File: src/ttlc_pkg.sv
package ttlc_pkg;

  // Request kinds
  localparam logic FUNC_SET = 1'b0;
  localparam logic FUNC_GET = 1'b1;

  // Result status codes
  localparam logic [2:0] ST_GET_HIT      = 3'd0;
  localparam logic [2:0] ST_GET_MISS     = 3'd1;
  localparam logic [2:0] ST_SET_INSERTED = 3'd2;
  localparam logic [2:0] ST_SET_UPDATED  = 3'd3;
  localparam logic [2:0] ST_SET_FULL     = 3'd4;

  localparam logic [31:0] TIME_MAX = 32'hFFFF_FFFF;
  localparam logic [6:0]  LIVE_MAX = 7'd127;

  typedef struct packed {
    logic        func;
    logic [63:0] key;
    logic [63:0] data_value;
    logic [15:0] ttl_seconds;
    logic [31:0] now_time;
  } req_t;

  typedef struct packed {
    logic [2:0]  status;
    logic [63:0] read_value;
    logic [6:0]  live_count;
  } rsp_t;

  // Search token handed from cell to cell
  typedef struct packed {
    logic tok;   // token present at this stage
    logic hit;   // a live slot upstream holds the key
    logic free;  // a free slot has been seen upstream
  } link_t;

endpackage

File: src/ttlc_cell.sv
module ttlc_cell import ttlc_pkg::*; #(
  parameter int INDEX      = 0,
  parameter int KEY_BITS   = 64,
  parameter int VALUE_BITS = 64,
  parameter int IDX_BITS   = 6,
  parameter int CNT_BITS   = 7
) (
  input  logic                  clk,
  input  logic                  rst,
  input  logic                  is_set,
  input  logic [KEY_BITS-1:0]   key,
  input  logic [VALUE_BITS-1:0] value,
  input  logic [31:0]           expiry_set,
  input  logic [31:0]           now,
  input  logic                  ins_en,
  input  logic [IDX_BITS-1:0]   ins_idx,
  input  link_t                 lnk_in,
  input  logic [IDX_BITS-1:0]   idx_in,
  input  logic [CNT_BITS-1:0]   cnt_in,
  input  logic [VALUE_BITS-1:0] rdata_in,
  output link_t                 lnk_out,
  output logic [IDX_BITS-1:0]   idx_out,
  output logic [CNT_BITS-1:0]   cnt_out,
  output logic [VALUE_BITS-1:0] rdata_out
);

  logic                  valid;
  logic [KEY_BITS-1:0]   slot_key;
  logic [VALUE_BITS-1:0] slot_value;
  logic [31:0]           slot_expiry;

  logic expired;
  logic live;
  logic match;
  logic ins_sel;

  // Classify this slot against the passing transaction
  assign expired = valid && (slot_expiry <= now);
  assign live    = valid && !expired;
  assign match   = live && (slot_key == key);
  assign ins_sel = ins_en && (ins_idx == IDX_BITS'(INDEX));

  // Drop the slot on expiry, claim it on insert; advance the token
  always_ff @(posedge clk) begin
    if (rst) begin
      valid   <= 1'b0;
      lnk_out <= '0;
    end else begin
      if (lnk_in.tok && expired) begin
        valid <= 1'b0;
      end
      if (ins_sel) begin
        valid <= 1'b1;
      end
      lnk_out.tok  <= lnk_in.tok;
      lnk_out.hit  <= lnk_in.hit || match;
      lnk_out.free <= lnk_in.free || !live;
    end
  end

  // Slot contents: refresh on update, fill on insert
  always_ff @(posedge clk) begin
    if (lnk_in.tok && match && is_set) begin
      slot_value  <= value;
      slot_expiry <= expiry_set;
    end
    if (ins_sel) begin
      slot_key    <= key;
      slot_value  <= value;
      slot_expiry <= expiry_set;
    end
  end

  // Hand the running search result to the next cell
  always_ff @(posedge clk) begin
    idx_out   <= lnk_in.free ? idx_in : IDX_BITS'(INDEX);
    cnt_out   <= cnt_in + CNT_BITS'(live);
    rdata_out <= match ? slot_value : rdata_in;
  end

endmodule

File: config.mk
export PLATFORM = sky130hd
export DESIGN_NAME = ttlc_cell
export DESIGN_NICKNAME = d
export VERILOG_FILES = /design/src/ttlc_pkg.sv /design/src/ttlc_cell.sv
export SDC_FILE = /design/constraint.sdc
export NUM_CORES = 1
export LEC_CHECK = 0
export ABC_AREA = 1
export ABC_CLOCK_PERIOD_IN_PS = 19800
export BUFFER_PORTS_ARGS = -buffer_cell sky130_fd_sc_hd__buf_4
export CORE_ASPECT_RATIO = 2
export CORE_MARGIN = 2
export CORE_UTILIZATION = 31
export CTS_CLUSTER_SIZE = 12
export DETAILED_ROUTE_END_ITERATION = 16
export GPL_TIMING_DRIVEN = 0
export HOLD_SLACK_MARGIN = 0.12
export SLEW_MARGIN = 20
export SYNTH_ARGS = -nofsm -noshare
export SYNTH_HDL_FRONTEND = slang
export SYNTH_SLANG_ARGS = --single-unit
File: constraint.sdc
create_clock -name clk -period 19.8 [get_ports clk]
set_input_delay 3.96 -clock clk [delete_from_list [all_inputs] [get_ports clk]]
set_output_delay 3.96 -clock clk [all_outputs]
set_load 0.1 [all_outputs]
==> flow_summary.html, run 1 <==
<table>
<tr><th>Metric</th><th>Value</th></tr>
<tr><th colspan="2">Run status</th></tr>
<tr><td>Status</td><td>finished, final reports clean</td></tr>
<tr><th colspan="2">Detailed routing</th></tr>
<tr><td>Routed WL</td><td>25,800 µm</td></tr>
<tr><td>Number of nets with antenna violations after routing</td><td>0</td></tr>
<tr><td>First-pass iteration count of the detailed router</td><td>4</td></tr>
<tr><td>Starting DRC count in detailed routing</td><td>249</td></tr>
<tr><td>Per-cell routed wire length</td><td>16.2 µm</td></tr>
<tr><td>Remaining routing DRC violations</td><td>0</td></tr>
<tr><td>Number of vias after detailed routing</td><td>7,022</td></tr>
<tr><td>Number of vias per cell</td><td>4.40</td></tr>
<tr><th colspan="2">Floorplanning</th></tr>
<tr><td>Core outline area</td><td>30,000 µm²</td></tr>
<tr><td>Number of placed I/O pins</td><td>362</td></tr>
<tr><td>Die X</td><td>127 µm</td></tr>
<tr><td>Vertical extent of the die</td><td>250 µm</td></tr>
<tr><td>Starting Density</td><td>0.313</td></tr>
<tr><td>Site Rows</td><td>90</td></tr>
<tr><td>Total die area</td><td>31,700 µm²</td></tr>
<tr><th colspan="2">Setup path</th></tr>
<tr><td>Biggest fanout along the worst timing path</td><td>24</td></tr>
<tr><td>Peak per-stage delay on the critical path</td><td>0.48 ns</td></tr>
<tr><td>Worst reg2reg setup slack</td><td>16.59 ns</td></tr>
<tr><td>End of the critical path</td><td>slot_value[48]</td></tr>
<tr><td>CP max stage cell</td><td>sky130_fd_sc_hd__o21bai_4</td></tr>
<tr><td>Startpoint type of the worst setup path</td><td>input port</td></tr>
<tr><td>Required arrival time at the worst endpoint</td><td>20.04 ns</td></tr>
<tr><td>Most frequent cell on the critical path</td><td>sky130_fd_sc_hd__nand2_1</td></tr>
<tr><td>Reg-to-reg critical path endpoint</td><td>slot_value[48]</td></tr>
<tr><td>Cell depth of the worst setup path</td><td>15</td></tr>
<tr><td>CP arrival</td><td>6.59 ns</td></tr>
<tr><td>CP Launch Point</td><td>now[21]</td></tr>
<tr><td>Worst flop-to-flop path startpoint</td><td>slot_expiry[23]</td></tr>
<tr><td>Cell count of the worst reg-to-reg path</td><td>13</td></tr>
<tr><td>Sum of buffers and inverters on the critical path</td><td>6</td></tr>
<tr><td>Type of element capturing the critical path</td><td>flip-flop</td></tr>
<tr><td>Critical path's top delay family</td><td>buffers and inverters</td></tr>
<tr><td>Worst setup path category</td><td>in2reg</td></tr>
<tr><td>List of cells traversed by the critical path</td><td>buf_4, inv_1, ha_1, nand2_1, nor2_1, nand4_1, nor2_1, nand2_1, nand2_1, nand3_1, buf_2, o21bai_4, buf_16, buf_12, buf_16</td></tr>
<tr><th colspan="2">Clock network</th></tr>
<tr><td>TritonCTS clock tree</td><td>yes</td></tr>
<tr><td>H-tree Lvls</td><td>1</td></tr>
<tr><td>Clock Tree Buf Depth</td><td>3</td></tr>
<tr><td>Root buffer selected by CTS</td><td>sky130_fd_sc_hd__clkbuf_16</td></tr>
<tr><td>Hold-fix buffer count after cts</td><td>0</td></tr>
<tr><td>Quantity of gates resized following cts</td><td>0</td></tr>
<tr><td>Clock Latency Late Sink</td><td>0.53 ns</td></tr>
<tr><td>Total setup buffers inserted after CTS</td><td>0</td></tr>
<tr><td>Clock edge transition at the registers on the reported setup and hold paths</td><td>0.06 ns</td></tr>
<tr><td>Clock sink total</td><td>241</td></tr>
<tr><td>Total clock buffers created by CTS</td><td>25</td></tr>
<tr><th colspan="2">Place</th></tr>
<tr><td>Final weighted congestion of routability-driven global placement</td><td>0.853</td></tr>
<tr><td>Instance area after placement</td><td>12,700 µm²</td></tr>
<tr><td>Cell Count Post-Placement</td><td>1,552</td></tr>
<tr><td>Number of I/O port buffers</td><td>361</td></tr>
<tr><td>Post-DP HPWL</td><td>20,500 µm</td></tr>
<tr><th colspan="2">GRT</th></tr>
<tr><td>Antenna violations before repair</td><td>0</td></tr>
<tr><td>Global-route wire length before repair</td><td>39,500 µm</td></tr>
<tr><td>Leftover overflow at the end of global routing</td><td>0</td></tr>
<tr><td>All-layer global routing usage</td><td>0.160</td></tr>
<tr><td>Maximum number of pins on one net before global-route repair</td><td>26</td></tr>
<tr><td>Number of global-route vias before repair</td><td>7,447</td></tr>
<tr><th colspan="2">Yosys</th></tr>
<tr><td>Flip-flop and latch count after synthesis</td><td>241</td></tr>
<tr><td>Nets in the synthesized netlist</td><td>1,125</td></tr>
<tr><td>Synthesized area</td><td>9370 µm²</td></tr>
<tr><td>Distinct cell type count after synthesis</td><td>27</td></tr>
<tr><td>Average cell area after synthesis</td><td>11.6 µm²</td></tr>
<tr><td>Top flip-flop cell by instance count after synthesis</td><td>sky130_fd_sc_hd__edfxtp_1</td></tr>
<tr><td>Proportion of synthesized flip-flops having asynchronous set or reset</td><td>0</td></tr>
<tr><td>Yosys warning total</td><td>0</td></tr>
<tr><td>Number of enable flip-flop cells after synthesis</td><td>160</td></tr>
<tr><td>Sequential element share of the synthesized area</td><td>0.686</td></tr>
<tr><td>Synthesized instance count</td><td>809</td></tr>
<tr><th colspan="2">Timing</th></tr>
<tr><td>Final setup vio count</td><td>0</td></tr>
<tr><td>Part of the cycle the worst path needs</td><td>0.321</td></tr>
<tr><td>Highest clock rate</td><td>157 MHz</td></tr>
<tr><td>Max Clock Skew</td><td>0.0249 ns</td></tr>
<tr><td>Sum Neg Setup Slack</td><td>0 ns</td></tr>
<tr><td>Max-slew violation count</td><td>0</td></tr>
<tr><td>Worst Tran Pin Value</td><td>0.555 ns</td></tr>
<tr><td>Shortest clock period the worst path allows after layout</td><td>6.35 ns</td></tr>
<tr><td>Hold violation count in the final report</td><td>0</td></tr>
<tr><td>Slew HR</td><td>0.629</td></tr>
<tr><td>Unrepaired setup endpoints after global routing</td><td>false</td></tr>
<tr><th colspan="2">Cells and area</th></tr>
<tr><td>FILL cells</td><td>2,763</td></tr>
<tr><td>Multi-input logic area</td><td>2520 µm²</td></tr>
<tr><td># nets final</td><td>1,527</td></tr>
<tr><td>Diode count</td><td>0</td></tr>
<tr><td>Final cell count without fillers</td><td>1,597</td></tr>
<tr><td>Area taken by flip-flops and latches</td><td>6430 µm²</td></tr>
<tr><td>Final Cell Area</td><td>13,500 µm²</td></tr>
<tr><td>Fraction of layout cells with a size suffix above 1</td><td>0.352</td></tr>
<tr><td>Area added between synthesis and finish</td><td>44.3%</td></tr>
<tr><th colspan="2">Pwr</th></tr>
<tr><td>Leakage power of the design</td><td>0.00616 µW</td></tr>
<tr><td>P per Cell Area</td><td>86.3 nW/µm²</td></tr>
<tr><td>Max rail drop VDD</td><td>0.0000833 V</td></tr>
<tr><th colspan="2">Hold path</th></tr>
<tr><td>Worst Hold Class</td><td>reg2reg</td></tr>
<tr><th colspan="2">Job</th></tr>
<tr><td>Number of violations of the max-capacitance limit</td><td>0</td></tr>
</table>
## synth_stat cells (3+ instances only)
cell | count | area [µm²]
sky130_fd_sc_hd__nand4_1 | 3 | 18.8
sky130_fd_sc_hd__a21oi_1 | 17 | 85.1
sky130_fd_sc_hd__nand3_1 | 68 | 340
sky130_fd_sc_hd__xor2_1 | 5 | 43.8
sky130_fd_sc_hd__buf_6 | 4 | 45.0
sky130_fd_sc_hd__buf_4 | 8 | 60.1
sky130_fd_sc_hd__inv_1 | 74 | 278
sky130_fd_sc_hd__ha_1 | 34 | 425
sky130_fd_sc_hd__nor2_1 | 33 | 124
sky130_fd_sc_hd__nand2_1 | 245 | 920
sky130_fd_sc_hd__buf_2 | 8 | 40.0
sky130_fd_sc_hd__xnor2_1 | 52 | 455
sky130_fd_sc_hd__dfxtp_1 | 81 | 1620
sky130_fd_sc_hd__edfxtp_1 | 160 | 4800
## per-layer routing
layer	up-vias	wire, µm	GRT usage
met3	28	2660	0.0549
met4	0	618	0.0534
met2	328	12200	0.268
met1	3196	10300	0.191
li1	3470	-	-
met5	-	0	0
## power breakdown
group	internal, µW	leakage [µW]	switching [µW]
logic	58.8	0.00365	94.5
registers	547	0.00212	3.32
clock network	273	0.000393	191
## placed cells by master (no fill, tap or decap), drive strengths merged
master / count
nand3: 68
nand4: 3
clkinv: 1
ha: 34
clkbuf: 45
nand2: 245
xnor2: 52
inv: 76
o21ai: 3
a21o: 2
o21a: 2
nor3: 1
o21bai: 2
edfxtp: 160
xor2: 5
dfxtp: 81
nand3b: 1
buf: 395
nor2: 34
nor4: 1
a21oi: 17
a21boi: 1
## kinds of logic (layout without fill, tap and decap cells)
family                   Yosys count  after routing  synth area share
AND/OR/NAND/NOR                  353            353             0.152
flip-flops                       241            241             0.686
buffers and inverters             97            517            0.0464
XOR/XNOR                          57             57            0.0533
adder cells (fa/ha/maj)           34             34            0.0454
AO/OA/AOI/OAI                     27             27            0.0163
## per-stage QoR
step	total power, µW	utilization	worst slack (ns)	hold WS [ns]
global route	1210	0.451	13.16	0.490
CTS	1190	0.451	13.36	0.463
finish	1170	0.451	13.45	0.458
global placement	713	0.419	1.80	0.444
detailed placement	715	0.424	12.78	0.452
floorplan	647	-	5.99	0.439
## worst reg2reg max path, stage by stage (launching register included)
cell and delay, ns:
sky130_fd_sc_hd__edfxtp_1 0.41, sky130_fd_sc_hd__ha_1 0.32, sky130_fd_sc_hd__nand2_1 0.07, sky130_fd_sc_hd__nor2_1 0.18, sky130_fd_sc_hd__nand4_1 0.11, sky130_fd_sc_hd__nor2_1 0.13
sky130_fd_sc_hd__nand2_1 0.07, sky130_fd_sc_hd__nand2_1 0.07, sky130_fd_sc_hd__nand3_1 0.17, sky130_fd_sc_hd__buf_2 0.28, sky130_fd_sc_hd__o21bai_4 0.48, sky130_fd_sc_hd__buf_16 0.23
sky130_fd_sc_hd__buf_12 0.20, sky130_fd_sc_hd__buf_16 0.21
## state kept, by name, summed over array words and instances, names as in the netlist
register     cells
cnt_out          7
idx_out          6
lnk_out          3
rdata_out       64
slot_expiry     32
slot_key        64
slot_value      64
valid            1
## worst min-delay path by stage
stage,from,endpoint,cells past startpoint
after floorplan,slot_value[0],rdata_out[0],2
after global placement,slot_value[57],rdata_out[57],2
after detailed placement,slot_value[60],rdata_out[60],2
after CTS,slot_value[60],rdata_out[60],2
after global routing,slot_value[40],rdata_out[40],2
final,slot_value[60],rdata_out[60],2
## cell type report
| class | instances | share of cell area |
|---|---|---|
| Multi-Input combinational cell | 471 | 0.187 |
| Clock buffer | 44 | 0.0592 |
| Tap cell | 368 | 0.0341 |
| Buffer | 21 | 0.0110 |
| Inverter | 76 | 0.0211 |
| Clock inverter | 1 | 0.000648 |
| Timing Repair Buffer | 375 | 0.212 |
| Sequential cell | 241 | 0.475 |
Note: power is estimated with default switching activity, not from simulation.
==> run 2: changes to the inputs <==
Settings changed: ABC_CLOCK_PERIOD_IN_PS 19800 to 6250.
Clock period 19.8 ns to 6.25 ns, I/O delays scaled along.
==> run 2 against run 1 <==
Net effect: sequential cell count is the same; critical path type unchanged; wire length grew 0.88%; global-route usage grew 0.24 points; largest power group unchanged; critical path depth grew 1; first-iteration DRC count grew 16%.
==> flow_summary.html, run 2 (synthesized netlist as in run 1, its figures left out) <==
<table>
<tr><th>Metric</th><th>Value</th></tr>
<tr><th colspan="2">Detailed routing</th></tr>
<tr><td>Number of nets with antenna violations after routing</td><td>0 (unchanged)</td></tr>
<tr><td>Number of vias after detailed routing</td><td>6,963 (-0.84%)</td></tr>
<tr><td>First-pass iteration count of the detailed router</td><td>4 (unchanged)</td></tr>
<tr><td>Per-cell routed wire length</td><td>16.4 µm (+1.1%)</td></tr>
<tr><td>Starting DRC count in detailed routing</td><td>289 (+16%)</td></tr>
<tr><td>Routed WL</td><td>26,100 µm (+0.88%)</td></tr>
<tr><td>Remaining routing DRC violations</td><td>0 (unchanged)</td></tr>
<tr><td>Number of vias per cell</td><td>4.37 (-0.65%)</td></tr>
<tr><th colspan="2">Hold path</th></tr>
<tr><td>Worst Hold Class</td><td>reg2reg</td></tr>
<tr><th colspan="2">Floorplanning</th></tr>
<tr><td>Core outline area</td><td>30,000 µm² (unchanged)</td></tr>
<tr><td>Die X</td><td>127 µm (unchanged)</td></tr>
<tr><td>Site Rows</td><td>90 (unchanged)</td></tr>
<tr><td>Starting Density</td><td>0.313 (unchanged)</td></tr>
<tr><td>Total die area</td><td>31,700 µm² (unchanged)</td></tr>
<tr><td>Number of placed I/O pins</td><td>362 (unchanged)</td></tr>
<tr><td>Vertical extent of the die</td><td>250 µm (unchanged)</td></tr>
<tr><th colspan="2">Pwr</th></tr>
<tr><td>Post-route total power</td><td>3620 µW (+210%)</td></tr>
<tr><td>Leakage power of the design</td><td>0.00612 µW (-0.79%)</td></tr>
<tr><td>Max rail drop VDD</td><td>0.000207 V (+150%)</td></tr>
<tr><td>P per Cell Area</td><td>269 nW/µm² (+210%)</td></tr>
<tr><th colspan="2">Timing</th></tr>
<tr><td>Max Clock Skew</td><td>0.0196 ns (-0.00536 ns)</td></tr>
<tr><td>Slew HR</td><td>0.505 (-0.124)</td></tr>
<tr><td>Unrepaired setup endpoints after global routing</td><td>false</td></tr>
<tr><td>Max-slew violation count</td><td>0 (unchanged)</td></tr>
<tr><td>Hold violation count in the final report</td><td>0 (unchanged)</td></tr>
<tr><td>Worst Tran Pin Value</td><td>0.740 ns (+0.185 ns)</td></tr>
<tr><td>Final setup vio count</td><td>0 (unchanged)</td></tr>
<tr><td>Highest clock rate</td><td>281 MHz</td></tr>
<tr><td>Shortest clock period the worst path allows after layout</td><td>3.56 ns</td></tr>
<tr><td>Part of the cycle the worst path needs</td><td>0.570</td></tr>
<tr><th colspan="2">Cells and area</th></tr>
<tr><td>Highest-count cells in the layout ignoring fill and taps</td><td>370 x sky130_fd_sc_hd__buf_4, 245 x sky130_fd_sc_hd__nand2_1, 160 x sky130_fd_sc_hd__edfxtp_1, 81 x sky130_fd_sc_hd__dfxtp_1, 74 x sky130_fd_sc_hd__inv_1</td></tr>
<tr><td>Area added between synthesis and finish</td><td>43.9%</td></tr>
<tr><td>Fraction of layout cells with a size suffix above 1</td><td>0.349 (-0.00240)</td></tr>
<tr><td>Largest registers ranked by flip-flop count</td><td>rdata_out (64), slot_key (64), slot_value (64)</td></tr>
<tr><td>FILL cells</td><td>2,762 (-0.036%)</td></tr>
<tr><td>Most common library cell in the layout ignoring fill and taps</td><td>sky130_fd_sc_hd__buf_4</td></tr>
<tr><td>Share of the core filled with cells</td><td>0.450 (-0.00142)</td></tr>
<tr><td># nets final</td><td>1,523 (-0.26%)</td></tr>
<tr><td>Diode count</td><td>0 (unchanged)</td></tr>
<tr><th colspan="2">GRT</th></tr>
<tr><td>Grt met1 use</td><td>0.190 (-0.00134)</td></tr>
<tr><td>Antenna violations before repair</td><td>0 (unchanged)</td></tr>
<tr><td>All-layer global routing usage</td><td>0.162 (+0.00239)</td></tr>
<tr><td>Maximum number of pins on one net before global-route repair</td><td>24 (-7.7%)</td></tr>
<tr><td>Number of global-route vias before repair</td><td>7,485 (+0.51%)</td></tr>
<tr><td>Met2 GRT Util</td><td>0.277 (+0.00952)</td></tr>
<tr><td>Leftover overflow at the end of global routing</td><td>0 (unchanged)</td></tr>
<tr><td>Global-route wire length before repair</td><td>40,100 µm (+1.5%)</td></tr>
<tr><td>Layer with the highest usage</td><td>met2</td></tr>
<tr><td>Met3 capacity usage during global routing</td><td>0.0581 (+0.00322)</td></tr>
<tr><th colspan="2">Clock network</th></tr>
<tr><td>Clock sink total</td><td>241 (unchanged)</td></tr>
<tr><td>H-tree Lvls</td><td>1 (unchanged)</td></tr>
<tr><td>TritonCTS clock tree</td><td>yes</td></tr>
<tr><td>Clock Tree Buf Depth</td><td>3 (unchanged)</td></tr>
<tr><td>Root buffer selected by CTS</td><td>sky130_fd_sc_hd__clkbuf_16</td></tr>
<tr><td>Quantity of gates resized following cts</td><td>0 (unchanged)</td></tr>
<tr><td>Clock edge transition at the registers on the reported setup and hold paths</td><td>0.06 ns (about the same)</td></tr>
<tr><td>Hold-fix buffer count after cts</td><td>0 (unchanged)</td></tr>
<tr><td>Total setup buffers inserted after CTS</td><td>0 (unchanged)</td></tr>
<tr><td>Clock Latency Late Sink</td><td>0.54 ns (about the same)</td></tr>
<tr><td>Total clock buffers created by CTS</td><td>25 (unchanged)</td></tr>
<tr><th colspan="2">Place</th></tr>
<tr><td>Final weighted congestion of routability-driven global placement</td><td>0.882 (+3.4%)</td></tr>
<tr><td>Post-DP HPWL</td><td>20,700 µm (+0.82%)</td></tr>
<tr><td>Number of I/O port buffers</td><td>361 (unchanged)</td></tr>
<tr><th colspan="2">Setup path</th></tr>
<tr><td>Worst setup path category</td><td>in2reg</td></tr>
<tr><td>Peak per-stage delay on the critical path</td><td>0.62 ns (+0.14 ns)</td></tr>
<tr><td>CP max stage cell</td><td>sky130_fd_sc_hd__o21bai_4</td></tr>
<tr><td>Required arrival time at the worst endpoint</td><td>6.49 ns (-13.55 ns)</td></tr>
<tr><td>Startpoint type of the worst setup path</td><td>input port</td></tr>
<tr><td>List of cells traversed by the critical path</td><td>buf_4, inv_1, ha_1, nand2_1, nor2_1, nand2_1, clkinv_1, nand2_1, nand2_1, nand2_1, nand2_1, nand3_1, buf_2, o21bai_4, buf_12, buf_16</td></tr>
<tr><td>CP arrival</td><td>3.80 ns (-2.79 ns)</td></tr>
<tr><td>Critical path's top delay family</td><td>buffers and inverters</td></tr>
<tr><td>Type of element capturing the critical path</td><td>flip-flop</td></tr>
<tr><td>Most frequent cell on the critical path</td><td>sky130_fd_sc_hd__nand2_1</td></tr>
<tr><td>Sum of buffers and inverters on the critical path</td><td>6 (unchanged)</td></tr>
<tr><td>Biggest fanout along the worst timing path</td><td>23 (-4.2%)</td></tr>
<tr><th colspan="2">Job</th></tr>
<tr><td>Number of violations of the max-capacitance limit</td><td>0 (unchanged)</td></tr>
<tr><th colspan="2">Run status</th></tr>
<tr><td>Status</td><td>finished, final reports clean</td></tr>
</table>
-- run 2: cell types whose count changed in the layout (fill, tap and decap cells not counted), sizes merged --
cell,previous run,this run
buf,395,391
clkinv,1,4
clkinvlp,0,1
clkbuf,45,42
-- run 2: stage by stage --
step | setup WS [ns] | area, µm² | instances | hold slack, ns | TNS (ns)
floorplan | 0.747 | 9380 | 809 | 0.439 | 0
global placement | -1.06 | 12600 | 1538 | 0.445 | -100.65
detailed placement | 2.04 | 12700 | 1548 | 0.450 | 0
CTS | 2.60 | 13500 | 1594 | 0.463 | 0
global route | 2.42 | 13500 | 1594 | 0.478 | 0
finish | 2.69 | 13500 | 1594 | 0.462 | 0
-- run 2: area by class of cell --
| type | count | area [µm²] | share of cell area |
|---|---|---|---|
| Sequential cell | 241 | 6430 | 0.477 |
| Timing Repair Buffer | 371 | 2880 | 0.213 |
| Multi-Input combinational cell | 471 | 2530 | 0.188 |
| Clock buffer | 41 | 716 | 0.0531 |
| Tap cell | 368 | 460 | 0.0342 |
| Inverter | 76 | 285 | 0.0212 |
| Buffer | 21 | 149 | 0.0110 |
| Clock inverter | 5 | 31.3 | 0.00232 |
-- run 2: worst paths after layout --
check	startpoint	endpoint	slack [ns]	cells past startpoint
max	now[15]	slot_value[40]	2.69	16
min reg2reg	slot_value[41]	rdata_out[41]	0.46	2
min	slot_value[41]	rdata_out[41]	0.46	2
max reg2reg	slot_expiry[23]	slot_value[40]	3.07	12
-- run 2: where the power goes --
part	leakage, µW	total [µW]	switching (µW)	internal (µW)
sequential	0.00212	1740	10.5	1730
clock	0.000361	1390	606	781
combinational	0.00363	489	303	186
total	0.00612	3620	920	2700
-- run 2: worst reg2reg max path: stages (launching register included) --
cell	delay (ns)
sky130_fd_sc_hd__edfxtp_1	0.45
sky130_fd_sc_hd__ha_1	0.33
sky130_fd_sc_hd__nand2_1	0.07
sky130_fd_sc_hd__nor2_1	0.16
sky130_fd_sc_hd__nand4_1	0.11
sky130_fd_sc_hd__nor2_1	0.14
sky130_fd_sc_hd__nand2_1	0.07
sky130_fd_sc_hd__nand2_1	0.07
sky130_fd_sc_hd__nand3_1	0.15
sky130_fd_sc_hd__buf_2	0.27
sky130_fd_sc_hd__o21bai_4	0.62
sky130_fd_sc_hd__buf_12	0.27
sky130_fd_sc_hd__buf_16	0.18
-- run 2: per-layer routing --
metal / vias up / part of all wire
met2: 323 / 0.47
met1: 3141 / 0.40
met3: 41 / 0.11
met5: - / 0
li1: 3458 / -
met4: 0 / 0.024
